--- config.mk ---
export PLATFORM = sky130hd
export DESIGN_NAME = rblsc_mix565
export DESIGN_NICKNAME = d
export VERILOG_FILES = /design/src/rtl/rgb565_bilinear_line_scaler_core_defines.svh /design/src/rtl/rblsc_pkg.sv /design/src/rtl/rblsc_mix565.sv
export SDC_FILE = /design/constraint.sdc
export NUM_CORES = 1
export LEC_CHECK = 0
export ABC_AREA = 1
export BUFFER_PORTS_ARGS = -buffer_cell sky130_fd_sc_hd__buf_2
export CAP_MARGIN = 30
export CORE_UTILIZATION = 30
export DETAILED_ROUTE_END_ITERATION = 6
export PLACE_DENSITY = 0.57
export SKIP_LAST_GASP = 1
export SLEW_MARGIN = 20
export SYNTH_ARGS = -nofsm -noshare
export SYNTH_HDL_FRONTEND = slang
export SYNTH_SLANG_ARGS = --single-unit
export TNS_END_PERCENT = 10
--- constraint.sdc ---
create_clock -name vclk -period 5.65
set_input_delay 0.565 -clock vclk [all_inputs]
set_output_delay 0.565 -clock vclk [all_outputs]
set_load 0.005 [all_outputs]
--- src/rtl/rgb565_bilinear_line_scaler_core_defines.svh ---
// ----------------------------------------------------------------------------
// RGB565 line scaler assertion macros
// Shared assertion wrappers clocked on clk with rst_n as disable.
// ----------------------------------------------------------------------------
`ifndef RGB565_BILINEAR_LINE_SCALER_CORE_DEFINES_SVH
`define RGB565_BILINEAR_LINE_SCALER_CORE_DEFINES_SVH

// Plain property, checked outside reset.
`define RBLSC_ASSERT(label, prop) \
    label: assert property (@(posedge clk) disable iff (!rst_n) (prop)) \
        else $error("rblsc assertion failed");

// Overlapping implication, checked outside reset.
`define RBLSC_ASSERT_IMPL(label, ante, cons) \
    label: assert property (@(posedge clk) disable iff (!rst_n) (ante) |-> (cons)) \
        else $error("rblsc implication failed");

// Next-cycle implication, checked outside reset.
`define RBLSC_ASSERT_NEXT(label, ante, cons) \
    label: assert property (@(posedge clk) disable iff (!rst_n) (ante) |=> (cons)) \
        else $error("rblsc next-cycle check failed");

`endif

--- src/rtl/rblsc_pkg.sv ---
// ----------------------------------------------------------------------------
// rblsc_pkg
// Constants shared by the RGB565 bilinear line scaler modules.
// ----------------------------------------------------------------------------
package rblsc_pkg;

    localparam int PIX_W    = 16;
    localparam int WGT_W    = 6;
    localparam int POS_W    = 26;
    localparam int STEP_W   = 27;
    localparam int LEN_W    = 11;
    localparam int COL_W    = 10;
    localparam int OP_W     = 2;
    localparam int S_DATA_W = 88;
    localparam int M_DATA_W = 16;

    localparam logic [PIX_W-1:0] RB_MASK    = 16'hf81f;
    localparam logic [PIX_W-1:0] G_MASK     = 16'h07e0;
    localparam logic [WGT_W:0]   WEIGHT_ONE = 7'h40;

    // item kinds carried in s_tuser
    localparam logic [OP_W-1:0] OP_LOAD  = 2'd0;
    localparam logic [OP_W-1:0] OP_START = 2'd1;
    localparam logic [OP_W-1:0] OP_EMIT  = 2'd2;

    // configuration register indexes
    localparam logic CFG_X_STEP     = 1'b0;
    localparam logic CFG_ROW_LENGTH = 1'b1;

    localparam logic [STEP_W-1:0] X_STEP_RESET     = 27'd65536;
    localparam logic [LEN_W-1:0]  ROW_LENGTH_RESET = 11'd1024;

endpackage

--- src/rtl/rblsc_mix565.sv ---
// ----------------------------------------------------------------------------
// rblsc_mix565
// Blends two RGB565 pixels with a 6-bit weight on the packed R/B and G masks.
// ----------------------------------------------------------------------------
module rblsc_mix565
(
    input  logic [rblsc_pkg::PIX_W-1:0] a,
    input  logic [rblsc_pkg::PIX_W-1:0] b,
    input  logic [rblsc_pkg::WGT_W-1:0] w,
    output logic [rblsc_pkg::PIX_W-1:0] y
);

    logic [rblsc_pkg::WGT_W:0] inv;
    logic [23:0]               rb_sum;
    logic [23:0]               g_sum;

    assign inv = rblsc_pkg::WEIGHT_ONE - {1'b0, w};

    // R and B sit 6 bits apart in the mask, so one product carries both
    assign rb_sum = ({8'd0, a & rblsc_pkg::RB_MASK} * {17'd0, inv})
                  + ({8'd0, b & rblsc_pkg::RB_MASK} * {18'd0, w});
    assign g_sum  = ({8'd0, a & rblsc_pkg::G_MASK} * {17'd0, inv})
                  + ({8'd0, b & rblsc_pkg::G_MASK} * {18'd0, w});

    assign y = (rb_sum[21:6] & rblsc_pkg::RB_MASK) | (g_sum[21:6] & rblsc_pkg::G_MASK);

endmodule

==> After elaboration in Yosys (flattened, before gate mapping) <==
Cells that the tools add are included.
Widths: inputs -> output; s select.
{ "word_totals": {"input_bits": 38, "out_inout_bits": 16, "ff_bits": 0, "elab_cells": 8} }
{ "classes": {"mul": 4, "add_sub_neg": 3, "n_bitwise": 1} }
{ "ops": {"columns": ["operator", "n"], "rows": [
  ["$add 22x22->22", 1],
  ["$mul 16x6->22", 1],
  ["$mul 16x7->22", 1],
  ["$add 17x17->17", 1],
  ["$or 16x11->16", 1],
  ["$mul 6x6->12", 1],
  ["$mul 6x7->12", 1],
  ["$sub 7x6->7 const A", 1]
]} }

==> Depth between registers and ports, before layout <==
Gate-level depths: netlist of run 1.
{ "depth": {"ltp_word": 4, "mapped_depth": 31, "depth_no_buf": 30} }

==> Worst setup path before layout of run 1 <==
No wires, ideal clock.
{ "synth_path": {"kind": "in2out", "from": "in w[1] in the netlist's numbering", "to": "out y[13] in the netlist's numbering", "stages": 24, "t_arrival_ns": 5.124, "path_buffers": 1, "required_ns": 5.085, "path_slack_ns": -0.039, "cell_sequence": "buf_2 inv_2 ha_1 inv_1 nor3_2 inv_1 or2_1 nand2_2 inv_2 nand2_1 fa_1 fa_1 inv_1 fa_1 fa_1 inv_1 fa_1 inv_1 ha_1 nand4_1 nor3_1 nand4_1 nand3_1 xor2_1"} }
{ "synth_between": {"elab_chain_len": 4, "word_cells_on_any_way": 5, "classes_between": "add/sub: 2; mul: 2; bitwise: 1"} }
{ "synth_rtl": {"columns": ["item", "line", "rtl"], "rows": [
  ["start, declared", "rblsc_mix565.sv:9", "input logic [rblsc_pkg::WGT_W-1:0] w,"],
  ["$sub 7x6->7", "rblsc_mix565.sv:17", "assign inv = rblsc_pkg::WEIGHT_ONE - {1'b0, w};"],
  ["$mul 16x7->22", "rblsc_mix565.sv:20", "assign rb_sum = ({8'd0, a & rblsc_pkg::RB_MASK} * {17'd0, inv})"],
  ["$add 22x22->22 (*)", "rblsc_mix565.sv:21", "+ ({8'd0, b & rblsc_pkg::RB_MASK} * {18'd0, w});"],
  ["$or 16x11->16 (*)", "rblsc_mix565.sv:25", "assign y = (rb_sum[21:6] & rblsc_pkg::RB_MASK) | (g_sum[21:6] & rblsc_pkg::G_MASK);"],
  ["end, declared", "rblsc_mix565.sv:10", "output logic [rblsc_pkg::PIX_W-1:0] y"]
]} }
Mark *: on every way between the ends. The rest lies on a longest branch, timed or not.

==> Final worst setup path of run 1 <==
{ "layout_path": {"from": "in w[1] in the netlist's numbering", "to": "out y[8] in the netlist's numbering"} }
{ "layout_between": {"elab_chain_len": 4, "word_cells_on_any_way": 5, "classes_between": "add/sub: 2; mul: 2; bitwise: 1"} }
{ "layout_rtl": {"columns": ["item", "line", "rtl"], "rows": [
  ["$sub 7x6->7", "rblsc_mix565.sv:17", null],
  ["$mul 6x7->12", "rblsc_mix565.sv:22", "assign g_sum = ({8'd0, a & rblsc_pkg::G_MASK} * {17'd0, inv})"],
  ["$add 17x17->17 (*)", "rblsc_mix565.sv:23", "+ ({8'd0, b & rblsc_pkg::G_MASK} * {18'd0, w});"],
  ["$or 16x11->16 (*)", "rblsc_mix565.sv:25", null]
]} }
Marks and branches as above.

==> results of run 1 <==
-- Yosys cell counts (all sizes together), types with 2 or more instances --
cell type,count,area [sq um]
a21o,6,45.0
nand3,35,188
fa,120,2400
nor2,72,283
nand2,273,1030
nor3,8,45.0
a21oi,40,200
xor2,15,131
xnor2,12,105
nand4,8,50.1
o21ai,16,80.1
ha,138,1730
buf,8,52.6
o211ai,2,15.0
a31oi,2,12.5
clkbuf,9,33.8
inv,361,1360
-- cells by family after synthesis --
group / synth area share
AO/OA/AOI/OAI: 0.0488
XOR/XNOR: 0.0302
adder cells (fa/ha/maj): 0.526
buffers and inverters: 0.185
AND/OR/NAND/NOR: 0.209
-- what timing repair did --
action / 4_1_cts / 5_1_grt
pin swaps: 23 / 21
setup endpoints to repair: 15 / 16
buffers inserted: 6 / 1
gates resized for setup: 25 / 22
hold buffers: 0 / 0
hold endpoints to repair: 0 / 0
-- critical path, stage by stage --
cell and delay, ps:
buf_8 110, inv_4 50, buf_4 100, nand4_1 140, or3_4 380, nand2_4 80
inv_4 50, buf_4 140, nand2_1 70, fa_1 430, fa_1 490, fa_1 550
inv_1 70, ha_4 240, a21oi_1 120, nand2_1 120, buf_4 160, xnor2_1 130
inv_1 70, ha_1 340, nand2_1 80, nand2_1 90, a21oi_1 170, nand3_2 100
buf_4 140, xor2_1 130, buf_2 120
-- worst paths after layout --
check / from / to / slack [ps] / depth (start not counted)
hold / removal: b[0] / y[1] / 1820 / 6
setup / recovery: w[1] / y[8] / -180 / 27
-- routing by layer --
layer  up-vias  track usage  routed length, um
li1       3576            -                  -
met1      3262        0.206               9170
met2        62        0.265               9450
met3         2      0.00279                313
met4         0      0.00800                 73
met5         -            0                  0
-- metrics by stage --
stage	area, sq um	std cells	total power, mW	hold WS, ps
2_1_floorplan	7850	1135	2.26	1440
3_3_place_gp	9040	1582	3.62	1840
3_5_place_dp	9040	1582	3.63	1830
4_1_cts	9210	1588	3.81	1830
5_1_grt	9310	1589	4.47	1880
6_report	9320	1590	3.90	1820
-- layout by cell type (no fill, tap or decap), types with 11 or more instances in the layout --
| master | netlist | layout |
|---|---|---|
| a21oi_1 | 40 | 37 |
| inv_1 | 356 | 349 |
| nand3_1 | 34 | 30 |
| ha_1 | 138 | 129 |
| buf_4 | 1 | 86 |
| o21ai_0 | 13 | 11 |
| fa_1 | 120 | 120 |
| xor2_1 | 15 | 15 |
| buf_2 | 3 | 52 |
| nor2_1 | 69 | 66 |
| nand2_1 | 271 | 268 |
| xnor2_1 | 12 | 12 |
-- layout make-up --
class              count  area [sq um]  area share
repair buffers       141           943       0.101
diodes                 1          2.50    0.000269
multi-input cells    756          6580       0.707
well taps            330           413      0.0443
inverters            362          1370       0.147
-- where the power goes --
part | leakage, nW | total, mW | switching [mW] | internal, mW
clock network | 0.00000634 | 0.0000000237 | 0 | 0.0000000237
registers | 0 | 0 | 0 | 0
logic | 5.89 | 3.90 | 2.04 | 1.86
total | 5.89 | 3.90 | 2.04 | 1.86
==> reports/qor.log, run 1 <==
qor: outcome.outcome finished with violations
qor: outcome.failing_checks negative setup slack
qor: timing.shortest_period_the_worst_path_allows 5830 ps
qor: die.core 25400 sq um
qor: worst_setup_path.crit_end_category output port
qor: global_routing.gr-total-overflow 0
qor: drt.drc_errors 0
qor: layout.n_sequential_cell 0
qor: yosys.postSynthCellCount 1135
qor: timing.finalHoldViolCount 0
qor: yosys.post_synth_num_cell_types 39
qor: yosys.synth.yosys.seq_area_share 0
qor: placed_design.post-dp-hpwl 16800 um
qor: drt.wl 19000 um
qor: placed_design.gp_congestion 0.877
qor: worst_setup_path.arrival 5260 ps
qor: layout.layout-drive-gt1-share 0.151
qor: placed_design.placement.io_buffers 54
qor: drt.count_of_nets_left_with_antenna_violations_after_detail_routing 0
qor: timing.setup-violations-final 13
qor: yosys.synthesis.area 7840 sq um
qor: die.die_width 164 um
qor: yosys.yosys_warning_count 0
qor: timing.worstMarginPinSlew 388 ps
qor: global_routing.track_usage 0.148
qor: flow_run.cap_violations 0
qor: drt.vias 6902
qor: layout.seq_area 0 sq um
qor: layout.fillers 2780
qor: global_routing.maximum_number_of_pins_on_one_net_before_global_route_repair 31
qor: die.io_pins 54
qor: timing.slew_headroom 0.741
qor: die.num_rows 58
qor: timing.fin_tns_setup -1400 ps
qor: layout.area_delta_synth_final 18.8%
qor: layout.final.clkbuf_count 0
qor: hold_path.worstHoldPathType in2out
qor: die.initial_utilization 0.309
qor: global_routing.first_global_vias 6837
qor: layout.utilization 0.367
qor: timing.worst_slack -177 ps
qor: die.die-area 26800 sq um
qor: pwr.max-vdd-ir-drop 0.725 mV
qor: worst_setup_path.timing_worst_setup_path_type in2out
qor: drt.routed_wire_length_per_instance 12.0 um
qor: timing.grt_setup_unrepaired true
qor: die.die_height 164 um
qor: worst_setup_path.startpoint_type input pin
qor: layout.finalNetCount 1557
qor: drt.first_pass_detailed_route_iteration_total 4
qor: drt.avgViaCountPerCell 4.34
qor: timing.fmaxAchievable 172 MHz
qor: worst_setup_path.cp.required 5090 ps
qor: drt.drt-initial-drc-count 302
qor: yosys.post_synth.cell_area_avg 6.91 sq um
qor: pwr.power.density_cell_area 419 nW/um^2
qor: global_routing.first_pass_grt_wire_length 32400 um
qor: placed_design.dp_worst_setup_slack -358 ps
qor: worst_setup_path.critical_path_peak_fanout 6
qor: yosys.mappedNetlistNets 1431
qor: pwr.p_leak 5.89 nW
qor: timing.max_transition_viols_final 0
qor: global_routing.number_of_antenna_violations_at_the_first_check_in_global_routing 1
qor: timing.final.period_utilization 1.03
Power figures use the tool's default switching activity.
==> run 2: changes to the inputs <==
Settings changed: CELL_PAD_IN_SITES_DETAIL_PLACEMENT set to 1, CELL_PAD_IN_SITES_GLOBAL_PLACEMENT set to 2, PLACE_DENSITY 0.57 to 0.84.
==> run 2 against run 1 <==
  * The run still ends with negative setup slack left
  * Non-clock buffer count is 11 higher
  * Global-route usage grew 2.6 points
  * Cell count is 0.63% higher
  * Worst setup slack got worse by 120 ps
  * Maximum frequency down 2.1%
  * Sequential cell count unchanged
  * First-iteration DRC count fell by 55%
  * Cell area is 1.5% higher
  * Core utilization rose by 0.54 points
  * Critical path type unchanged
==> reports/qor.log, run 2 (same netlist as run 1, synthesis figures left out) <==
qor: timing.fmaxAchievable 168 MHz [was 172 MHz]
qor: global_routing.grt.met2_usage 0.327 [was 0.265]
qor: timing.max_transition_viols_final 0 [unchanged]
qor: global_routing.gr-max-usage-layer met2 [unchanged]
qor: timing.finalHoldViolCount 0 [unchanged]
qor: worst_setup_path.cp.required 5090 ps [about the same]
qor: die.initial_utilization 0.309 [unchanged]
qor: timing.worst_slack -299 ps [was -177 ps]
qor: outcome.outcome finished with violations [unchanged]
qor: layout.final.clkbuf_count 0 [unchanged]
qor: global_routing.gr-total-overflow 0 [unchanged]
qor: worst_setup_path.critical-path-max-stage-delay 550 ps [about the same]
qor: timing.shortest_period_the_worst_path_allows 5950 ps [was 5830 ps]
qor: pwr.max-vdd-ir-drop 0.632 mV [was 0.725 mV]
qor: global_routing.first_global_vias 7784 [was 6837]
qor: placed_design.placement.io_buffers 54 [unchanged]
qor: layout.final_cell_mix inv_1, nand2_1, ha_1 [unchanged]
qor: die.core 25400 sq um [unchanged]
qor: drt.drc_errors 0 [unchanged]
qor: placed_design.post-dp-hpwl 19700 um [was 16800 um]
qor: worst_setup_path.timing_worst_setup_path_type in2out [unchanged]
qor: placed_design.gp_congestion 0.862 [was 0.877]
qor: placed_design.placed_area 9100 sq um [was 9040 sq um]
qor: worst_setup_path.startpoint_type input pin [unchanged]
qor: global_routing.met3_track_demand_over_resource 0.000508 [was 0.00279]
qor: layout.fillers 3316 [was 2780]
qor: drt.first_pass_detailed_route_iteration_total 4 [unchanged]
qor: flow_run.cap_violations 0 [unchanged]
qor: global_routing.met1_track_usage_gr 0.233 [was 0.206]
qor: die.num_rows 58 [unchanged]
qor: drt.count_of_nets_left_with_antenna_violations_after_detail_routing 0 [unchanged]
qor: drt.vias 7071 [was 6902]
qor: timing.worstMarginPinSlew 385 ps [was 388 ps]
qor: global_routing.maximum_number_of_pins_on_one_net_before_global_route_repair 31 [unchanged]
qor: die.io_pins 54 [unchanged]
qor: hold_path.worst_hold_path.num_cells 6 [unchanged]
qor: worst_setup_path.critical_path_peak_fanout 6 [unchanged]
qor: die.die_width 164 um [unchanged]
qor: timing.setup-violations-final 14 [was 13]
qor: outcome.failing_checks negative setup slack [unchanged]
qor: global_routing.first_pass_grt_wire_length 38000 um [was 32400 um]
qor: layout.finalNetCount 1568 [was 1557]
qor: global_routing.track_usage 0.174 [was 0.148]
qor: timing.timing.hold.ws 1800 ps [was 1820 ps]
qor: layout.utilization 0.372 [was 0.367]
qor: global_routing.number_of_antenna_violations_at_the_first_check_in_global_routing 0 [was 1]
qor: hold_path.worst_hold_startpoint b[0] [unchanged]
qor: drt.routed_wire_length_per_instance 13.8 um [was 12.0 um]
qor: pwr.p_leak 5.92 nW [was 5.89 nW]
qor: layout.layout-drive-gt1-share 0.169 [was 0.151]
qor: pwr.power.density_cell_area 448 nW/um^2 [was 419 nW/um^2]
qor: die.die_height 164 um [unchanged]
qor: timing.grt_setup_unrepaired true [unchanged]
qor: die.die-area 26800 sq um [unchanged]
qor: timing.slew_headroom 0.743 [was 0.741]
qor: layout.n_sequential_cell 0 [unchanged]
qor: hold_path.timing.hold.worst_endpoint y[1] [unchanged]
qor: worst_setup_path.crit_end_category output port [unchanged]
qor: drt.avgViaCountPerCell 4.42 [was 4.34]
qor: layout.n_antenna_cell 0 [was 1]
qor: drt.drt-initial-drc-count 136 [was 302]
qor: layout.area_delta_synth_final 20.5% [was 18.8%]
qor: hold_path.worstHoldPathType in2out [unchanged]
qor: worst_setup_path.critPathSlowestCell fa_1 [unchanged]
qor: layout.commonest_non_fill_non_tap_cell_in_the_layout inv_1 [unchanged]
qor: layout.seq_area 0 sq um [unchanged]
qor: layout.final_area 9450 sq um [was 9320 sq um]
qor: drt.wl 22100 um [was 19000 um]
qor: timing.final.period_utilization 1.05 [was 1.03]
qor: worst_setup_path.arrival 5380 ps [was 5260 ps]
## run 2: cell types whose count changed in the layout (fill, tap and decap cells not counted), sizes merged
cell,change
buf,+11
diode,-1
## run 2: power breakdown
part	switching, mW	total (mW)	internal (mW)
combinational	2.21	4.24	2.03
clock	0	0	0
sequential	0	0	0
total	2.21	4.24	2.03
## run 2: through the flow
step	setup WS, ps	TNS (ps)	instances	power, mW
floorplan	-27.9	-49.9	1135	2.26
global placement	-371	-3240	1589	3.66
detailed placement	-452	-4840	1589	3.77
CTS	-328	-3360	1594	4.07
global route	-638	-6660	1600	4.83
finish	-299	-2120	1600	4.24
## run 2: worst max path at each step
stage               from    end  depth (start not counted)
CTS                 w[0]  y[13]                         25
global route        w[2]  y[10]                         27
global placement    w[0]  y[13]                         25
detailed placement  w[0]  y[13]                         25
finish              w[0]  y[10]                         30
floorplan           w[1]  y[14]                         27
## run 2: metal layers
metal | up-vias | wire length, um
li1 | 3588 | -
met1 | 3431 | 10400
met2 | 48 | 11400
met3 | 4 | 235
met4 | 0 | 61
met5 | - | 0
## run 2: final cells by class
type,count,area (sq um),share of cell area
inverter,362,1370,0.145
multi-input combinational,756,6650,0.703
tap,330,413,0.0437
timing repair buffer,152,1020,0.108
## run 2: repair_timing
action,4_1_cts,5_1_grt
hold buffers,0,0
gates resized for setup,23,29
pin swaps,20,26
setup buffers,5,6
endpoints found under the setup margin,16,16
## run 2: critical path: cells and delay by family
| kind | cells | cell delay (ps) |
|---|---|---|
| buffers and inverters | 10 | 870 |
| xor gates and xnor gates | 1 | 170 |
| adders and majority gates | 6 | 2230 |
| AOI/OAI and AO/OA | 4 | 650 |
| and+or+nand+nor | 9 | 890 |
